<file path="src/hdl/hsv2rgb_pkg.sv">
`timescale 1ns / 1ps
// ----------------------------------------------------------------------------
// hsv2rgb_pkg - shared types and constants for the HSV to RGB converter
// Fixed-point scales, hue sector codes and the sector decode helpers.
// ----------------------------------------------------------------------------
package hsv2rgb_pkg;

	localparam int HUE_W  = 15;
	localparam int FRAC_W = 16;
	localparam int REM_W  = 12;
	localparam int DEN_W  = 28;

	// 360 degrees in 1/64 degree units, and one 60 degree sector
	localparam logic [HUE_W-1:0]  HUE_FULL   = 15'd23040;
	localparam logic [HUE_W-1:0]  HUE_SECTOR = 15'd3840;
	// unit fraction code and grey threshold on saturation
	localparam logic [FRAC_W-1:0] FRAC_ONE   = 16'd65535;
	localparam logic [FRAC_W-1:0] GREY_LIMIT = 16'd7;
	// FRAC_ONE * HUE_SECTOR, the common denominator of the y and z terms
	localparam logic [DEN_W-1:0]  TERM_DEN   = 28'd251654400;
	// ceil(2^24 / 15), exact floor division by 15 for 20-bit dividends
	localparam logic [20:0]       RECIP_15   = 21'd1118482;

	typedef enum logic [2:0] {
		SEC_RED_YEL = 3'd0,
		SEC_YEL_GRN = 3'd1,
		SEC_GRN_CYN = 3'd2,
		SEC_CYN_BLU = 3'd3,
		SEC_BLU_MAG = 3'd4,
		SEC_MAG_RED = 3'd5
	} hue_sector_t;

	// hue already wrapped into 0..23039
	function automatic hue_sector_t sector_of(input logic [HUE_W-1:0] h);
		hue_sector_t sec;
		if (h >= 15'd19200) begin
			sec = SEC_MAG_RED;
		end else if (h >= 15'd15360) begin
			sec = SEC_BLU_MAG;
		end else if (h >= 15'd11520) begin
			sec = SEC_CYN_BLU;
		end else if (h >= 15'd7680) begin
			sec = SEC_GRN_CYN;
		end else if (h >= HUE_SECTOR) begin
			sec = SEC_YEL_GRN;
		end else begin
			sec = SEC_RED_YEL;
		end
		return sec;
	endfunction

	function automatic logic [HUE_W-1:0] sector_base(input hue_sector_t sec);
		logic [HUE_W-1:0] base;
		unique case (sec)
			SEC_RED_YEL: base = 15'd0;
			SEC_YEL_GRN: base = 15'd3840;
			SEC_GRN_CYN: base = 15'd7680;
			SEC_CYN_BLU: base = 15'd11520;
			SEC_BLU_MAG: base = 15'd15360;
			SEC_MAG_RED: base = 15'd19200;
			default:     base = 15'd0;
		endcase
		return base;
	endfunction

endpackage

</file>
<file path="src/hdl/hsv_to_rgb_converter_core.sv">
`timescale 1ns / 1ps
// ----------------------------------------------------------------------------
// hsv_to_rgb_converter_core - pipelined HSV to RGB color conversion
// Seven-stage fixed-point hexcone conversion, one pixel per clock while out_stall is low.
// ----------------------------------------------------------------------------
// Usage:
//   Input beat: hue (1/64 degree, 23040 = 360 deg, codes at or above wrap to
//   zero), saturation and brightness (Q0.16, 65535 = one). A beat is taken
//   when in_valid is high and in_stall is low.
//   Output beat: red, green, blue in the scale of brightness, taken when
//   out_valid is high and out_stall is low.
//   Throughput: one beat per clock while out_stall is low. The seven
//   register stages from input beat to out_valid are sector decode, two
//   multiply stages, two fold stages for /65535, a reciprocal multiply for
//   /15, and the sector routing into the output register.
//   Stall: every stage holds its beat while the next stage is full and
//   stalled; empty stages keep filling, so up to seven beats are absorbed
//   before in_stall rises. in_stall is combinational from out_stall.
//   Reset: arst_n clears all valid bits at once; no clearing pass.
//   Saturation below 7 gives grey, red = green = blue = brightness.
//   All terms truncate toward zero exactly, with no rounding error.
// ----------------------------------------------------------------------------
module hsv_to_rgb_converter_core
	import hsv2rgb_pkg::*;
(
	input  logic              clk,
	input  logic              arst_n,
	input  logic              in_valid,
	output logic              in_stall,
	input  logic [HUE_W-1:0]  hue,
	input  logic [FRAC_W-1:0] saturation,
	input  logic [FRAC_W-1:0] brightness,
	output logic              out_valid,
	input  logic              out_stall,
	output logic [FRAC_W-1:0] red,
	output logic [FRAC_W-1:0] green,
	output logic [FRAC_W-1:0] blue
);

	// ---------------- handshake: per-stage valid and ready ----------------
	logic vld_s1, vld_s2, vld_s3, vld_s4, vld_s5, vld_s6, vld_s7;
	logic rdy_s1, rdy_s2, rdy_s3, rdy_s4, rdy_s5, rdy_s6, rdy_s7;

	// a stage takes a beat when it is empty or its beat moves on
	assign rdy_s7 = !vld_s7 || !out_stall;
	assign rdy_s6 = !vld_s6 || rdy_s7;
	assign rdy_s5 = !vld_s5 || rdy_s6;
	assign rdy_s4 = !vld_s4 || rdy_s5;
	assign rdy_s3 = !vld_s3 || rdy_s4;
	assign rdy_s2 = !vld_s2 || rdy_s3;
	assign rdy_s1 = !vld_s1 || rdy_s2;
	assign in_stall = !rdy_s1;

	always_ff @(posedge clk or negedge arst_n) begin
		if (!arst_n) begin
			vld_s1 <= 1'b0;
			vld_s2 <= 1'b0;
			vld_s3 <= 1'b0;
			vld_s4 <= 1'b0;
			vld_s5 <= 1'b0;
			vld_s6 <= 1'b0;
			vld_s7 <= 1'b0;
		end else begin
			if (rdy_s1) vld_s1 <= in_valid;
			if (rdy_s2) vld_s2 <= vld_s1;
			if (rdy_s3) vld_s3 <= vld_s2;
			if (rdy_s4) vld_s4 <= vld_s3;
			if (rdy_s5) vld_s5 <= vld_s4;
			if (rdy_s6) vld_s6 <= vld_s5;
			if (rdy_s7) vld_s7 <= vld_s6;
		end
	end

	// ---------------- stage 1: wrap hue, split into sector and remainder ----
	logic [HUE_W-1:0]  hue_wrap;
	hue_sector_t       sec_in;
	logic [HUE_W-1:0]  rem_wide;

	assign hue_wrap = (hue >= HUE_FULL) ? '0 : hue;
	assign sec_in   = sector_of(hue_wrap);
	assign rem_wide = hue_wrap - sector_base(sec_in);

	hue_sector_t       sec_s1;
	logic              grey_s1;
	logic [REM_W-1:0]  rem_s1;
	logic [FRAC_W-1:0] sat_s1;
	logic [FRAC_W-1:0] val_s1;

	always_ff @(posedge clk) begin
		if (rdy_s1 && in_valid) begin
			sec_s1  <= sec_in;
			grey_s1 <= (saturation < GREY_LIMIT);
			rem_s1  <= rem_wide[REM_W-1:0];
			sat_s1  <= saturation;
			val_s1  <= brightness;
		end
	end

	// ---------------- stage 2: numerators of the three terms ----------------
	// ny = D - s*rem, nz = D - s*(3840-rem), px = v*(65535-s)
	logic [DEN_W-1:0]   s_rem, s_crem;
	logic [REM_W-1:0]   crem;
	logic [FRAC_W-1:0]  s_inv;
	logic [2*FRAC_W-1:0] px_next;

	assign crem    = HUE_SECTOR[REM_W-1:0] - rem_s1;
	assign s_rem   = DEN_W'(sat_s1) * DEN_W'(rem_s1);
	assign s_crem  = DEN_W'(sat_s1) * DEN_W'(crem);
	assign s_inv   = FRAC_ONE - sat_s1;
	assign px_next = (2*FRAC_W)'(val_s1) * (2*FRAC_W)'(s_inv);

	hue_sector_t         sec_s2;
	logic                grey_s2;
	logic [FRAC_W-1:0]   val_s2;
	logic [DEN_W-1:0]    ny_s2, nz_s2;
	logic [2*FRAC_W-1:0] px_s2;

	always_ff @(posedge clk) begin
		if (rdy_s2 && vld_s1) begin
			sec_s2  <= sec_s1;
			grey_s2 <= grey_s1;
			val_s2  <= val_s1;
			ny_s2   <= TERM_DEN - s_rem;
			nz_s2   <= TERM_DEN - s_crem;
			px_s2   <= px_next;
		end
	end

	// ---------------- stage 3: v times numerators; finish x -----------------
	localparam int PROD_W = FRAC_W + DEN_W;

	logic [PROD_W-1:0]  py_next, pz_next;
	logic [FRAC_W:0]    x_fold;
	logic [FRAC_W:0]    x_next;

	assign py_next = PROD_W'(val_s2) * PROD_W'(ny_s2);
	assign pz_next = PROD_W'(val_s2) * PROD_W'(nz_s2);
	// P/65535 = hi + (hi+lo)/65535, and hi+lo stays below 2*65535+1
	assign x_fold  = {1'b0, px_s2[2*FRAC_W-1:FRAC_W]} + {1'b0, px_s2[FRAC_W-1:0]};
	assign x_next  = {1'b0, px_s2[2*FRAC_W-1:FRAC_W]}
	               + (FRAC_W+1)'(x_fold >= 17'd65535)
	               + (FRAC_W+1)'(x_fold >= 17'd131070);

	hue_sector_t       sec_s3;
	logic              grey_s3;
	logic [FRAC_W-1:0] val_s3, x_s3;
	logic [PROD_W-1:0] py_s3, pz_s3;

	always_ff @(posedge clk) begin
		if (rdy_s3 && vld_s2) begin
			sec_s3  <= sec_s2;
			grey_s3 <= grey_s2;
			val_s3  <= val_s2;
			x_s3    <= x_next[FRAC_W-1:0];
			py_s3   <= py_next;
			pz_s3   <= pz_next;
		end
	end

	// ---------------- stage 4: first fold of /65535 -------------------------
	localparam int HI_W = PROD_W - FRAC_W;

	hue_sector_t       sec_s4;
	logic              grey_s4;
	logic [FRAC_W-1:0] val_s4, x_s4;
	logic [HI_W-1:0]   ay_s4, az_s4;
	logic [HI_W:0]     ty_s4, tz_s4;

	always_ff @(posedge clk) begin
		if (rdy_s4 && vld_s3) begin
			sec_s4  <= sec_s3;
			grey_s4 <= grey_s3;
			val_s4  <= val_s3;
			x_s4    <= x_s3;
			ay_s4   <= py_s3[PROD_W-1:FRAC_W];
			az_s4   <= pz_s3[PROD_W-1:FRAC_W];
			ty_s4   <= {1'b0, py_s3[PROD_W-1:FRAC_W]} + (HI_W+1)'(py_s3[FRAC_W-1:0]);
			tz_s4   <= {1'b0, pz_s3[PROD_W-1:FRAC_W]} + (HI_W+1)'(pz_s3[FRAC_W-1:0]);
		end
	end

	// ---------------- stage 5: second fold, q1 = floor(P/65535) -------------
	logic [FRAC_W:0] uy, uz;
	logic [HI_W-1:0] q1y_next, q1z_next;

	// t = c*65536 + d, and c + d stays below 2*65535
	assign uy = (FRAC_W+1)'(ty_s4[HI_W:FRAC_W]) + (FRAC_W+1)'(ty_s4[FRAC_W-1:0]);
	assign uz = (FRAC_W+1)'(tz_s4[HI_W:FRAC_W]) + (FRAC_W+1)'(tz_s4[FRAC_W-1:0]);
	assign q1y_next = ay_s4 + HI_W'(ty_s4[HI_W:FRAC_W]) + HI_W'(uy >= 17'd65535);
	assign q1z_next = az_s4 + HI_W'(tz_s4[HI_W:FRAC_W]) + HI_W'(uz >= 17'd65535);

	hue_sector_t       sec_s5;
	logic              grey_s5;
	logic [FRAC_W-1:0] val_s5, x_s5;
	logic [HI_W-1:0]   q1y_s5, q1z_s5;

	always_ff @(posedge clk) begin
		if (rdy_s5 && vld_s4) begin
			sec_s5  <= sec_s4;
			grey_s5 <= grey_s4;
			val_s5  <= val_s4;
			x_s5    <= x_s4;
			q1y_s5  <= q1y_next;
			q1z_s5  <= q1z_next;
		end
	end

	// ---------------- stage 6: /3840 = drop 8 bits, then /15 by reciprocal --
	localparam int W_W   = HI_W - 8;
	localparam int REC_W = W_W + 21;

	logic [REC_W-1:0] ry, rz;

	assign ry = REC_W'(q1y_s5[HI_W-1:8]) * REC_W'(RECIP_15);
	assign rz = REC_W'(q1z_s5[HI_W-1:8]) * REC_W'(RECIP_15);

	hue_sector_t       sec_s6;
	logic              grey_s6;
	logic [FRAC_W-1:0] val_s6, x_s6, y_s6, z_s6;

	always_ff @(posedge clk) begin
		if (rdy_s6 && vld_s5) begin
			sec_s6  <= sec_s5;
			grey_s6 <= grey_s5;
			val_s6  <= val_s5;
			x_s6    <= x_s5;
			y_s6    <= ry[24+FRAC_W-1:24];
			z_s6    <= rz[24+FRAC_W-1:24];
		end
	end

	// ---------------- stage 7: route terms by sector into output register ---
	logic [FRAC_W-1:0] r_next, g_next, b_next;

	always_comb begin
		if (grey_s6) begin
			r_next = val_s6;
			g_next = val_s6;
			b_next = val_s6;
		end else begin
			unique case (sec_s6)
				SEC_RED_YEL: begin
					r_next = val_s6; g_next = z_s6;   b_next = x_s6;
				end
				SEC_YEL_GRN: begin
					r_next = y_s6;   g_next = val_s6; b_next = x_s6;
				end
				SEC_GRN_CYN: begin
					r_next = x_s6;   g_next = val_s6; b_next = z_s6;
				end
				SEC_CYN_BLU: begin
					r_next = x_s6;   g_next = y_s6;   b_next = val_s6;
				end
				SEC_BLU_MAG: begin
					r_next = z_s6;   g_next = x_s6;   b_next = val_s6;
				end
				SEC_MAG_RED: begin
					r_next = val_s6; g_next = x_s6;   b_next = y_s6;
				end
				default: begin
					r_next = val_s6; g_next = x_s6;   b_next = y_s6;
				end
			endcase
		end
	end

	logic [FRAC_W-1:0] red_s7, green_s7, blue_s7;

	always_ff @(posedge clk) begin
		if (rdy_s7 && vld_s6) begin
			red_s7   <= r_next;
			green_s7 <= g_next;
			blue_s7  <= b_next;
		end
	end

	assign out_valid = vld_s7;
	assign red       = red_s7;
	assign green     = green_s7;
	assign blue      = blue_s7;

	// ---------------- assertions --------------------------------------------
	// an empty output slot means the whole ready chain is open
	a_no_false_stall: assert property (@(posedge clk) disable iff (!arst_n)
		!out_valid |-> !in_stall)
		else $error("input stalled with empty output stage");

	// sector split leaves a remainder inside one sector
	a_rem_range: assert property (@(posedge clk) disable iff (!arst_n)
		vld_s1 |-> (rem_s1 < HUE_SECTOR[REM_W-1:0]))
		else $error("hue remainder outside sector");

	// truncated terms never exceed brightness
	a_terms_bounded: assert property (@(posedge clk) disable iff (!arst_n)
		vld_s6 |-> (x_s6 <= val_s6 && y_s6 <= val_s6 && z_s6 <= val_s6))
		else $error("color term above brightness");

endmodule
</file>
<file path="config.mk">
export PLATFORM = sky130hd
export DESIGN_NAME = hsv_to_rgb_converter_core
export DESIGN_NICKNAME = d
export VERILOG_FILES = /design/src/hdl/hsv2rgb_pkg.sv /design/src/hdl/hsv_to_rgb_converter_core.sv
export SDC_FILE = /design/constraint.sdc
export NUM_CORES = 2
export LEC_CHECK = 0
export BUFFER_PORTS_ARGS = -buffer_cell sky130_fd_sc_hd__buf_2
export CAP_MARGIN = 20
export CORE_MARGIN = 2
export CORE_UTILIZATION = 30
export DETAILED_ROUTE_END_ITERATION = 12
export PLACE_DENSITY_LB_ADDON = 0.3
export SLEW_MARGIN = 25
export SYNTH_ARGS = -nofsm -noshare
export SYNTH_HDL_FRONTEND = slang
export SYNTH_SLANG_ARGS = --single-unit
export TNS_END_PERCENT = 100
</file>
<file path="constraint.sdc">
create_clock -name clk -period 16.4 [get_ports clk]
set_input_delay 1.64 -clock clk [delete_from_list [all_inputs] [get_ports clk]]
set_output_delay 1.64 -clock clk [all_outputs]
set_load 0.1 [all_outputs]
</file>
# After elaboration in Yosys (flattened, before gate mapping)

Index checks and enable logic that the tools add are counted.

Flip-flop bits (word level): 645
Input bits: 51
Output and inout bits: 50

Add/sub/neg operators: 16
Multiply operators: 7
Order comparisons: 11
Equal/unequal tests: 9
Muxes and demuxes: 13
Reductions and logical operators: 28

Operators by type and width:

| operator                 | count |
|---|---|
| $pmux W16 S3             | 3 |
| $mul A16 B28 Y44         | 2 |
| $mul A20 B20 Y39 const B | 2 |
| $pmux W12 S5             | 1 |
| $add A28 B16 Y29         | 2 |
| $add A28 B1 Y28          | 2 |
| $add A28 B13 Y28         | 2 |
| $mul A16 B12 Y28         | 2 |
| $sub A28 B28 Y28 const A | 2 |
| $ge A17 B16 Y1 const B   | 3 |
| $mux W16                 | 3 |
| $add A13 B16 Y17         | 2 |
| $add A16 B1 Y16          | 2 |
| $mul A16 B16 Y32         | 1 |
| $ge A15 B14 Y1 const B   | 2 |
| $ge A15 B15 Y1 const B   | 2 |
| $add A16 B16 Y17         | 1 |
| $ge A17 B17 Y1 const B   | 1 |
| $lt A16 B3 Y1 const B    | 1 |
| $sub A16 B16 Y16 const A | 1 |
| $ge A15 B12 Y1 const B   | 1 |
| $ge A15 B13 Y1 const B   | 1 |
| $mux W15                 | 1 |
| $eq A3 B2 Y1 const B     | 4 |
| 12 further kinds         | 40 |

# Depth between registers and ports, before layout

Depth in word-level cells: 11
Depth in mapped cells: 30
Mapped depth without buffers: 28

# Worst setup path after synthesis

Ideal clock, no wire load.

Kind: input to register
Start point: input port out_stall
End point: register ay_s4[0] (enable)
Library setup time: 679 ps
Data arrival time: 8483 ps
Path slack: 7238 ps
Stages: 3
Path buffers: 0
Cell sequence: nand4_1 -> nor2_1 -> nor2b_1

Cells in the longest elaborated chain, start to end: 6

Ends and longest elaborated chain:

| element              | RTL line                         | source |
|---|---|---|
| from (decl)          | hsv_to_rgb_converter_core.sv:34  | `input logic out_stall,` |
| $logic_not A1 Y1     | hsv_to_rgb_converter_core.sv:45  | `assign rdy_s7 = !vld_s7 \|\| !out_stall;` |
| $logic_or A1 B1 Y1   | hsv_to_rgb_converter_core.sv:45  |  |
| $logic_or A1 B1 Y1   | hsv_to_rgb_converter_core.sv:46  | `assign rdy_s6 = !vld_s6 \|\| rdy_s7;` |
| $logic_or A1 B1 Y1   | hsv_to_rgb_converter_core.sv:47  | `assign rdy_s5 = !vld_s5 \|\| rdy_s6;` |
| $logic_or A1 B1 Y1   | hsv_to_rgb_converter_core.sv:48  | `assign rdy_s4 = !vld_s4 \|\| rdy_s5;` |
| $logic_and A1 B1 Y1  | hsv_to_rgb_converter_core.sv:170 | `if (rdy_s4 && vld_s3) begin` |
| to (signal assigned) | hsv_to_rgb_converter_core.sv:175 | `ay_s4 <= py_s3[PROD_W-1:FRAC_W];` |
| to (decl)            | hsv_to_rgb_converter_core.sv:166 | `logic [HI_W-1:0] ay_s4, az_s4;` |

Every way passes these cells.
A chain may end at the register's enable or synchronous reset.

# Final worst setup path

Start point: register rem_s1[2]
End point: register nz_s2[26], data pin

Cells in the longest elaborated chain, start to end: 3

Ends and longest elaborated chain:

| element                | RTL line                         | source |
|---|---|---|
| from (decl)            | hsv_to_rgb_converter_core.sv:85  | `logic [REM_W-1:0] rem_s1;` |
| from (signal assigned) | hsv_to_rgb_converter_core.sv:93  | `rem_s1 <= rem_wide[REM_W-1:0];` |
| $sub A12 B12 Y12       | hsv_to_rgb_converter_core.sv:106 | `assign crem = HUE_SECTOR[REM_W-1:0] - rem_s1;` |
| $mul A16 B12 Y28       | hsv_to_rgb_converter_core.sv:108 | `assign s_crem = DEN_W'(sat_s1) * DEN_W'(crem);` |
| $sub A28 B28 Y28       | hsv_to_rgb_converter_core.sv:124 | `nz_s2 <= TERM_DEN - s_crem;` |
| to (signal assigned)   | hsv_to_rgb_converter_core.sv:124 |  |
| to (decl)              | hsv_to_rgb_converter_core.sv:115 | `logic [DEN_W-1:0] ny_s2, nz_s2;` |

Every way passes these cells.

==> summary.md <==
| Metric | Value |
|---|---|
| Status | completed |
| Crit-path max FO | 19 |
| Initial core utilization | 0.301 |
| Req. time, crit path | roughly 17 ns |
| Pre-CTS setup slack | 7.98 ns |
| Slew of the pin with the lowest slew margin | around 1.1 ns |
| Crit path time final | 8.31 ns |
| Total die area | 0.281 mm² |
| CTS tree | yes |
| Drt via density | roughly 4.7 |
| Total negative slack | 0 ns |
| Share of layout cells above drive strength 1 | 0.0431 |
| R2R setup slack | 8.09 ns |
| Die Width | 530 µm |
| Fin cells | 12020 |
| Synth warn | 0 |
| Min-delay worst type | reg -> reg |
| Async S/R FF share, synth | 0.0112 |
| Residual DRC | 0 |
| Final setup violation count | 0 |
| Met2 usage | 0.243 |
| CP startpoint | rem_s1[2] |
| Xor/xnor cell area share of the yosys netlist | 0.0315 |
| Achievable Freq | 0.120 GHz |
| Worst Setup End Kind | flop |
| Met3 usage | 0.0181 |
| Sink Count | 627 |
| Post-CTS sizing | 0 |
| Worst clock skew | 0.0604 ns |
| Worst-path clk slew | around 0.06 ns |
| Post-cts hold buffer count | 0 |
| Syn-to-layout area delta | 8.87% |
| Initial antenna violation count | 10 |
| Die H | 530 µm |
| Register area share after synthesis | 0.226 |
| Global Route Usage Sum | 0.150 |
| Top FF cell, synth | edfxtp_1 |
| Port Buffers | 100 |
| Max-slew violations | 0 |
| Most frequent cells in the layout | inv_1 (1752), fa_1 (1273), nand2_1 (893) |
| Largest net degree at the start of global routing | 69 |
| Critical Path AT | about 8.8 ns |
| Max-cap viol count | 0 |
| WS Path Type | reg -> reg |
| Rows | between 150 and 200 |
| GP Congestion | roughly 0.86 |
| Synth Cell Area | between 0.08 and 0.09 mm² |
| Initial DRC Count | slightly above 3000 |
| M1 GR Usage | 0.211 |
| Critical Path Max Stage Delay | 0.70 ns |
| Simple-Gate Fraction of Synth Area | 0.138 |
| First-pass GRT wire length | 336000 µm |
| R2R depth | 26 |
| Clk Latency, worst-skew pair | ~0.73 ns |
| Yosys cell types | ~90 |
| Clock Tree Root | clkbuf_16 |
| Most frequent CP cell | fa_1 |
| DP HPWL | 161000 µm |
| Hold path endpoint | sec_s5[0] |
| Largest family of logic cells by synthesized area | adder cells |
| Period utilization | 0.507 |
| Worst path slowest cell | xor2_2 |
| Crit start category | flop |
| Number of synthesized flops with an enable pin | between 600 and 700 |
| Post-synthesis compound-gate area fraction | 0.0631 |
| Pre-antenna DRT Iters | 6 |
| Grt peak-use layer | met2 |
| Nets | between 10000 and 15000 |
| Synth Area per Inst | 10.0 µm² |
| Vias in the first global route | 60028 |
| Dpl cells | roughly 12000 |
| Fin Hold WS | around 0.37 ns |
| Mux cell area share after synthesis | 0.00832 |
| Total CTS buffers | 75 |
| Register bit count reported by yosys | 627 |
| Final ANT Viol Nets | 0 |
| H-Tree Depth | 3 |
| RR Startpoint | rem_s1[2] |
| Hold Crit Start | sec_s4[0] |
| Vias | 56006 |
| Unrepaired setup endpoints after global routing | no |
| Core footprint | between 0.2 and 0.3 mm² |
| GRT Residual Overflow | 0 |
| Slew margin rel. | 0.258 |
| Synthesized instance count | slightly above 8000 |
| Critical R2R Capture | nz_s2[26] |
| Post-synthesis adder-cell area fraction | 0.440 |
| Total routed wirelength | roughly 210000 µm |
| Final hold violations | 0 |
| Commonest non-fill, non-tap cell in the layout | inv_1 |
| Mapped Nets | 10507 |
| Hold Crit Depth | 0 |
| Setup Fix Bufs, Post-CTS | 0 |
| Ports | 101 |
| WL/cell | roughly 17 µm |
| Fin worst setup slack | 8.09 ns |
| Max Root-Sink Buffers | 3 |
[sequential cells by signal (all words and copies together), names as in the netlist, 27 cells and up]
signal	cells
ty_s4	29
px_s2	32
py_s3	44
ny_s2	28
pz_s3	43
ay_s4	28
tz_s4	29
az_s4	28
nz_s2	27
[per-stage QoR]
step | util | area (µm²)
final | 0.328 | 90500
after global routing | 0.328 | 90500
after CTS | 0.328 | 90500
after detailed placement | 0.318 | 87800
after global placement | 0.318 | 87800
after floorplan | - | 83100
[cells in the mapped netlist (144+ instances only)]
master | instances | share of area
a21oi_1 | 213 | 0.013
nand2_1 | 893 | 0.040
nand2b_1 | 184 | 0.014
and2_1 | 540 | 0.041
xnor2_1 | 202 | 0.021
ha_1 | 885 | 0.13
inv_1 | 1752 | 0.079
edfxtp_1 | 620 | 0.22
nor2_1 | 242 | 0.011
fa_1 | 1273 | 0.31
nor2b_1 | 144 | 0.011
clkbuf_1 | 296 | 0.013
[worst max-delay path by stage]
stage	endpoint	slack [ns]	depth (start not counted)
finish	nz_s2[26]	8.09	26
global route	nz_s2[26]	7.69	26
CTS	nz_s2[26]	7.95	27
detailed placement	nz_s2[26]	7.98	27
floorplan	ay_s4[0]	7.24	3
global placement	nz_s2[27]	7.91	26
[per-layer routing]
metal	routed length (µm)	vias up
met1	97500	28465
met3	9600	262
li1	-	25957
met2	95400	1322
met4	5270	0
met5	0	-
[cell families after synthesis]
group	after synthesis
xor+xnor	299
simple gates	2304
fa+ha+maj	2159
buf+inv	2058
mux	69
compound gates	782
flops	627
[worst max-delay path, delay by kind of cell, from the launching register on]
kind / cells / cell delay, ns
AO/OA/AOI/OAI: 9 / 2.19
XOR/XNOR: 2 / 0.80
adder cells (fa/ha/maj): 6 / 2.82
buffers and inverters: 2 / 0.10
flip-flops: 1 / 0.63
AND/OR/NAND/NOR: 7 / 1.50
[area by class of cell]
cell class                      instances  area (µm²)
Antenna cell                            3        7.51
Clock buffer                           91        1960
Clock inverter                         47         727
Fill cell                           27992      185000
Inverter                             1752        6580
Multi-Input combinational cell       5613       56700
Sequential cell                       627       18800
Tap cell                             3705        4640
Timing Repair Buffer                  182        1120
Power is left out: the tool's default activity adds up to more than one toggle a clock period on the data nets, which glitch-free logic cannot reach.
